File: src/design/qpr_pkg.sv
`timescale 1ns / 1ps

package qpr_pkg;

    localparam int SAMPLE_WIDTH = 16;
    localparam int OFFSET_WIDTH = 16;
    localparam int LIMIT_WIDTH  = 47;

    // Nine samples need four growth bits; the scaled coefficients need eight.
    localparam int SUM_WIDTH  = SAMPLE_WIDTH + 4;
    localparam int COEF_WIDTH = SAMPLE_WIDTH + 8;
    localparam int PROD_WIDTH = 2 * COEF_WIDTH;
    localparam int CMP_WIDTH  = (PROD_WIDTH > LIMIT_WIDTH) ? PROD_WIDTH : LIMIT_WIDTH;

    // One quotient bit beyond the offset width, so that saturation sees overflow.
    localparam int QUO_BITS = OFFSET_WIDTH + 1;

    typedef logic signed [SAMPLE_WIDTH-1:0] sample_t;
    typedef logic signed [OFFSET_WIDTH-1:0] offset_t;
    typedef logic signed [SUM_WIDTH-1:0]    sum_t;
    typedef logic signed [COEF_WIDTH-1:0]   coef_t;
    typedef logic signed [PROD_WIDTH-1:0]   prod_t;
    typedef logic        [PROD_WIDTH-1:0]   mag_t;
    typedef logic        [LIMIT_WIDTH-1:0]  limit_t;
    typedef logic        [CMP_WIDTH-1:0]    cmp_t;
    typedef logic        [QUO_BITS-1:0]     quo_t;

    localparam quo_t QUO_POS_MAX = quo_t'((1 << (OFFSET_WIDTH - 1)) - 1);
    localparam quo_t QUO_NEG_MAX = quo_t'(1 << (OFFSET_WIDTH - 1));

    typedef struct packed {
        sample_t sample_r0_c0;
        sample_t sample_r0_c1;
        sample_t sample_r0_c2;
        sample_t sample_r1_c0;
        sample_t sample_r1_c1;
        sample_t sample_r1_c2;
        sample_t sample_r2_c0;
        sample_t sample_r2_c1;
        sample_t sample_r2_c2;
    } grid_word_t;

    typedef struct packed {
        offset_t offset_row;
        offset_t offset_col;
        logic    degenerate;
    } peak_word_t;

    typedef struct packed {
        prod_t bb;
        prod_t ac;
        prod_t cd;
        prod_t be;
        prod_t ae;
        prod_t bd;
    } prod_set_t;

    typedef struct packed {
        mag_t det_mag;
        mag_t nr_mag;
        mag_t nc_mag;
        logic row_neg;
        logic col_neg;
        logic degenerate;
    } fit_t;

endpackage

File: src/design/qpr_combine.sv
`timescale 1ns / 1ps

module qpr_combine (
    input  logic                  clk,
    input  logic                  rst_n,
    input  qpr_pkg::limit_t       limit,
    input  logic                  in_valid,
    output logic                  in_ready,
    input  qpr_pkg::prod_set_t    in_prod,
    output logic                  out_valid,
    input  logic                  out_ready,
    output qpr_pkg::fit_t         out_fit
);

    localparam int NUM_STAGES = 3;

    logic [NUM_STAGES-1:0] valid_reg;
    logic [NUM_STAGES:0]   stage_ready;

    qpr_pkg::prod_t det_next, nr_next, nc_next;
    qpr_pkg::prod_t det_reg, nr_reg, nc_reg;

    qpr_pkg::mag_t  det_mag_next, nr_mag_next, nc_mag_next;
    qpr_pkg::mag_t  det_mag_reg, nr_mag_reg, nc_mag_reg;
    logic           row_neg_next, col_neg_next;
    logic           row_neg_reg, col_neg_reg;

    qpr_pkg::fit_t  fit_next;
    qpr_pkg::fit_t  fit_reg;

    always_comb
    begin
        stage_ready[NUM_STAGES] = out_ready;
        for (int i = NUM_STAGES - 1; i >= 0; i--)
        begin
            stage_ready[i] = !valid_reg[i] || stage_ready[i+1];
        end
    end

    assign in_ready  = stage_ready[0];
    assign out_valid = valid_reg[NUM_STAGES-1];
    assign out_fit   = fit_reg;

    // Scaled determinant and the two numerators of the stationary point.
    always_comb
    begin
        det_next = in_prod.bb - (in_prod.ac <<< 2);
        nr_next  = (in_prod.cd <<< 1) - in_prod.be;
        nc_next  = (in_prod.ae <<< 1) - in_prod.bd;
    end

    always_comb
    begin
        det_mag_next = det_reg[qpr_pkg::PROD_WIDTH-1] ? qpr_pkg::mag_t'(-det_reg)
                                                      : qpr_pkg::mag_t'(det_reg);
        nr_mag_next  = nr_reg[qpr_pkg::PROD_WIDTH-1]  ? qpr_pkg::mag_t'(-nr_reg)
                                                      : qpr_pkg::mag_t'(nr_reg);
        nc_mag_next  = nc_reg[qpr_pkg::PROD_WIDTH-1]  ? qpr_pkg::mag_t'(-nc_reg)
                                                      : qpr_pkg::mag_t'(nc_reg);
        row_neg_next = nr_reg[qpr_pkg::PROD_WIDTH-1] ^ det_reg[qpr_pkg::PROD_WIDTH-1];
        col_neg_next = nc_reg[qpr_pkg::PROD_WIDTH-1] ^ det_reg[qpr_pkg::PROD_WIDTH-1];
    end

    // A zero determinant is degenerate even when the limit is zero.
    always_comb
    begin
        fit_next.det_mag    = det_mag_reg;
        fit_next.nr_mag     = nr_mag_reg;
        fit_next.nc_mag     = nc_mag_reg;
        fit_next.row_neg    = row_neg_reg;
        fit_next.col_neg    = col_neg_reg;
        fit_next.degenerate = (det_mag_reg == '0)
                           || (qpr_pkg::cmp_t'(det_mag_reg) < qpr_pkg::cmp_t'(limit));
    end

    always_ff @(posedge clk or negedge rst_n)
    begin
        if (!rst_n)
        begin
            valid_reg <= '0;
        end
        else
        begin
            if (stage_ready[0])
            begin
                valid_reg[0] <= in_valid;
            end
            for (int i = 1; i < NUM_STAGES; i++)
            begin
                if (stage_ready[i])
                begin
                    valid_reg[i] <= valid_reg[i-1];
                end
            end
        end
    end

    always_ff @(posedge clk)
    begin
        if (stage_ready[0])
        begin
            det_reg <= det_next;
            nr_reg  <= nr_next;
            nc_reg  <= nc_next;
        end
        if (stage_ready[1])
        begin
            det_mag_reg <= det_mag_next;
            nr_mag_reg  <= nr_mag_next;
            nc_mag_reg  <= nc_mag_next;
            row_neg_reg <= row_neg_next;
            col_neg_reg <= col_neg_next;
        end
        if (stage_ready[2])
        begin
            fit_reg <= fit_next;
        end
    end

endmodule

File: config.mk
export PLATFORM = sky130hd
export DESIGN_NAME = qpr_combine
export DESIGN_NICKNAME = d
export VERILOG_FILES = /design/src/design/qpr_pkg.sv /design/src/design/qpr_combine.sv
export SDC_FILE = /design/constraint.sdc
export NUM_CORES = 1
export LEC_CHECK = 0
export BUFFER_PORTS_ARGS = -buffer_cell sky130_fd_sc_hd__buf_2
export CORE_UTILIZATION = 58
export CTS_BUF_LIST = sky130_fd_sc_hd__clkbuf_4 sky130_fd_sc_hd__clkbuf_8
export CTS_CLUSTER_DIAMETER = 120
export CTS_CLUSTER_SIZE = 30
export DETAILED_ROUTE_END_ITERATION = 8
export PLACE_DENSITY = 0.94
export SYNTH_ARGS = -nofsm -noshare
export SYNTH_HDL_FRONTEND = slang
export SYNTH_SLANG_ARGS = --single-unit
File: constraint.sdc
create_clock -name clk -period 8.9 [get_ports clk]
set_clock_uncertainty 0.1 [all_clocks]
set_input_delay 1.78 -clock clk [delete_from_list [all_inputs] [get_ports clk]]
set_output_delay 1.78 -clock clk [all_outputs]
set_load 0.01 [all_outputs]
## Word level (Yosys, flattened, before mapping)

Index checks and enable logic that the tools add are counted.

| storage, ports and cells | value |
|---|---|
| register bits after elaboration | 440 |
| logic and storage cells | 40 |
| bits of input ports | 339 |

| cells by class | value |
|---|---|
| add/sub/neg operators | 6 |
| reduce and logical (&&, ||, !) cells | 8 |
| muxes and demuxes | 3 |
| $lt $le $gt $ge | 1 |
| bitwise logic cells | 2 |

Operators with widths:

| cell | number |
|---|---|
| $neg 48->48 | 3 |
| $sub 48x48->48 | 3 |
| $mux 47 | 3 |
| $logic_not 48->1 | 1 |
| $lt 48x47->1 | 1 |
| $logic_or 1x1->1 | 4 |
| $logic_not 1->1 | 3 |
| $xor 1x1->1 | 2 |

## Longest topological paths before layout

| logic depth | value |
|---|---|
| depth after elaboration | 4 |
| gate-level depth with buffers | 15 |
| mapped depth without buffers | 15 |

## Worst setup path after synthesis

No wires, ideal clock.

| timing | value |
|---|---|
| path kind | input -> register |
| start point | input out_ready |
| end point | register det_reg[0] (enable) |
| slack | 0.993 ns |
| arrival | 5.884 ns |
| library setup time | 1.923 ns |
| required time | 6.877 ns |
| stages on the path | 1 |
| path through | nand4b_1 |

| between the ends | value |
|---|---|
| longest elaborated chain between the ends | 3 |

Ends and longest elaborated chain:

| element | RTL line | source |
|---|---|---|
| start, declared | qpr_combine.sv:11 | `input logic out_ready,` |
| $logic_or 1x1->1 (3 in a row) | qpr_combine.sv:36 | `stage_ready[i] = !valid_reg[i] \|\| stage_ready[i+1];` |
| end signal, assigned | qpr_combine.sv:102 | `det_reg <= det_next;` |
| end, declared | qpr_combine.sv:21 | `qpr_pkg::prod_t det_reg, nr_reg, nc_reg;` |

No other way between the ends.
A chain may end at the register's enable or synchronous reset.

## Worst setup path after layout

| timing | value |
|---|---|
| start point | input in_prod[242] in the netlist's numbering |
| end point | register det_reg[40] (data pin) |

| between the ends | value |
|---|---|
| longest elaborated chain between the ends | 1 |

Ends and longest elaborated chain:

| element | RTL line | source |
|---|---|---|
| start, declared | qpr_combine.sv:9 | `input qpr_pkg::prod_set_t in_prod,` |
| $sub 48x48->48 | qpr_combine.sv:47 | `det_next = in_prod.bb - (in_prod.ac <<< 2);` |
| net det_next[40] | qpr_combine.sv:20 | `qpr_pkg::prod_t det_next, nr_next, nc_next;` |

The timed path passes the listed nets, and every way through them passes these cells.

==> metrics.md <==
| Metric | Value |
|---|---|
| Outcome | `completed` |
| Most numerous cell in the Yosys netlist | `edfxtp_1` |
| Initial antenna violation count | `5` |
| Largest register FFs | `147` |
| Pwr dens | `206 nW/um2` |
| EDFF count, synth | `437` |
| Global-route usage over all layers | `0.267` |
| Clock-pin transition on the worst setup and hold timing paths | `0.17 ns` |
| Top_reg_cell synth | `edfxtp_1` |
| Grt ovf | `0` |
| Max Cap Viol | `0` |
| DP Cell Count | `3236` |
| Reg2reg path depth | `10` |
| Die X | `210 um` |
| Hold_buf cts | `0` |
| Starting Density | `0.594` |
| Seq/Total Area, Yosys | `0.525` |
| Fin. max-slew vios | `0` |
| CP Max Fanout | `4` |
| Worst-skew pair later-pin latency | `0.62 ns` |
| CTS H-tree depth | `1` |
| Largest net degree at the start of global routing | `78` |
| Power Total | `5880 uW` |
| Wirelength per Cell | `18.3 um` |
| Period utilisation layout | `0.572` |
| Core Rows | `75` |
| Share of flip-flops with an asynchronous set or reset | `0.00682` |
| Final core occ | `0.673` |
| Setup CP Type | `in2reg` |
| Share of the synthesized area in the top cell type | `0.522` |
| Final WL | `59800 um` |
| Clk sinks | `440` |
| Multi-input gate area | `10900 um2` |
| Via density | `5.74` |
| RSZ-0062 raised after global routing | `no` |
| Tmin final | `5.09 ns` |
| Share of layout cells above drive strength 1 | `0.202` |
| Yosys reg bits | `440` |
| CTS root buffer | `clkbuf_8` |
| Yosys cell types | `63` |
| Synth warn | `0` |
| Syn avg cell area | `11.3 um2` |
| GR met1 Demand/Resource | `0.327` |
| Detail Placement HPWL | `48500 um` |
| Worst min path class | `reg2reg` |
| Core Region | `42300 um2` |
| Total number of vias | `18800` |
| Worst Tran Pin Value | `1.10 ns` |
| Mapped cell area | `25100 um2` |
| Cell taking the most area after synthesis | `edfxtp_1` |
| Mapped Cells | `2225` |
| Worst Setup End Kind | `flop` |
| Die ar. | `44200 um2` |
| Crit path to | `det_reg[40]` |
| Longest Clk Path Bufs | `3` |
| Height of the die | `210 um` |
| Inserted Clock Buffers | `18` |
| Final net count | `3207` |
| FMAX | `196 MHz` |
| Setup Fix Bufs, Post-CTS | `0` |
| Setup crit start kind | `input pin` |
| Post-CTS sizing | `0` |
| CTS tree | `yes` |
| Worst relative slew slack | `0.265` |
| Initial drt markers | `1295` |
| Critical Path RT | `9.18 ns` |
| Worst VDD drop | `0.103 mV` |
| Most Crowded Layer GR | `met2` |
| Post-route insts no fill | `3268` |
| TNS Setup | `0 ns` |
| Commonest cells post-synth | `edfxtp_1, inv_1, xnor2_1, ha_1, a21oi_1` |
| Final hold vios | `0` |
| RR Startpoint | `det_reg[11]` |
| Syn Nets | `2753` |
| Global-route wire length before repair | `93600 um` |
| Port buffer count | `483` |
| Area Overhead vs Synth | `13.2%` |
| Final setup viols | `0` |
| IO Count | `488` |
| Fillers | `3032` |
| Leakage Power | `0.0123 uW` |
| Worst EP arrival | `5.37 ns` |
| First drt pass iteration count | `5` |
| Residual DRC count | `0` |
| Final ANT Viol Nets | `0` |
| Vias in the first global route | `18200` |
| GR Util met3 | `0.0368` |
| GR Layer Usage met2 | `0.465` |
| Crit. Startpoint | `in_prod[242]` |
| Synth area leaders | `edfxtp_1, ha_1, xnor2_1, inv_1, a21oi_1` |
| Register area | `13200 um2` |
| Routability Congestion | `0.987` |
| FF-to-FF setup slack | `4.72 ns` |
| R2R Path End | `det_mag_reg[43]` |
[kinds of logic (layout without fill, tap and decap cells)]
family / Yosys count / in the layout / synth area share
xor gates and xnor gates: 268 / 268 / 0.0933
DFF: 440 / 440 / 0.525
other: 0 / 6 / 0
and+or+nand+nor: 460 / 460 / 0.0961
adders and majority gates: 189 / 189 / 0.0949
AOI/OAI and AO/OA: 582 / 582 / 0.148
buffers and inverters: 286 / 746 / 0.0430
[layer usage]
metal	up-vias	part of all wire
met3	147	0.064
met1	8772	0.39
li1	9053	-
met4	2	0.052
met5	-	0.00020
met2	776	0.49
[layout make-up]
| class | count | area share |
|---|---|---|
| tap | 577 | 0.0254 |
| timing repair buffer | 492 | 0.0873 |
| multi-input combinational | 1499 | 0.382 |
| clock buffer | 25 | 0.0108 |
| clock inverter | 1 | 0.000396 |
| sequential | 440 | 0.464 |
| antenna | 6 | 0.000527 |
| inverter | 228 | 0.0301 |
[power by group]
group | switching (uW) | internal [uW] | total (uW)
Sequential | 326 | 3080 | 3410
Combinational | 948 | 737 | 1690
Clock | 555 | 227 | 782
Total | 1830 | 4050 | 5880
[placed cells by master, fill, tap and decap left out, types with 16 or more instances in the layout]
master / n
ha_1: 186
a21oi_1: 164
a21o_1: 103
xor2_1: 47
buf_2: 483
nor3_1: 16
o21bai_1: 20
edfxtp_1: 437
nor4_1: 20
nor2b_1: 19
or3_1: 28
or4_1: 21
o21ai_0: 133
nand2_1: 121
inv_1: 228
nand2b_1: 34
o31ai_1: 46
nand4_1: 42
xnor2_1: 221
nand3_1: 30
nor2_1: 79
o41ai_1: 18
clkbuf_8: 19
[metrics by stage]
stage	hold WS (ns)	area, um2	worst slack (ns)
2_1_floorplan	0.300	25100	0.993
3_3_place_gp	0.302	28100	3.21
3_5_place_dp	0.305	28100	3.13
4_1_cts	0.326	28500	3.81
5_1_grt	0.334	28500	3.57
6_report	0.323	28500	3.81
[critical path, stage by stage]
cell and delay [ns]:
buf_2 0.10, inv_1 0.04, ha_1 0.14, inv_1 0.05
fa_1 0.40, a21oi_1 0.25, nor2_1 0.07, o311ai_0 0.48
a211oi_1 0.18, o21ai_0 0.52, o31ai_1 0.26, a211oi_1 0.32
o221ai_1 0.17, a21oi_1 0.33, o21ba_2 0.21, xnor2_1 0.07
[how the worst min path moves through the flow]
stage	start	end	depth (start not counted)
6_report	nc_mag_reg[29]	out_fit[32]	0
5_1_grt	nc_mag_reg[23]	out_fit[26]	0
4_1_cts	nc_mag_reg[4]	out_fit[7]	0
3_5_place_dp	nc_mag_reg[12]	out_fit[15]	0
3_3_place_gp	nc_mag_reg[47]	out_fit[50]	0
2_1_floorplan	nc_mag_reg[7]	out_fit[10]	0
(Power assumes the default switching activity.)
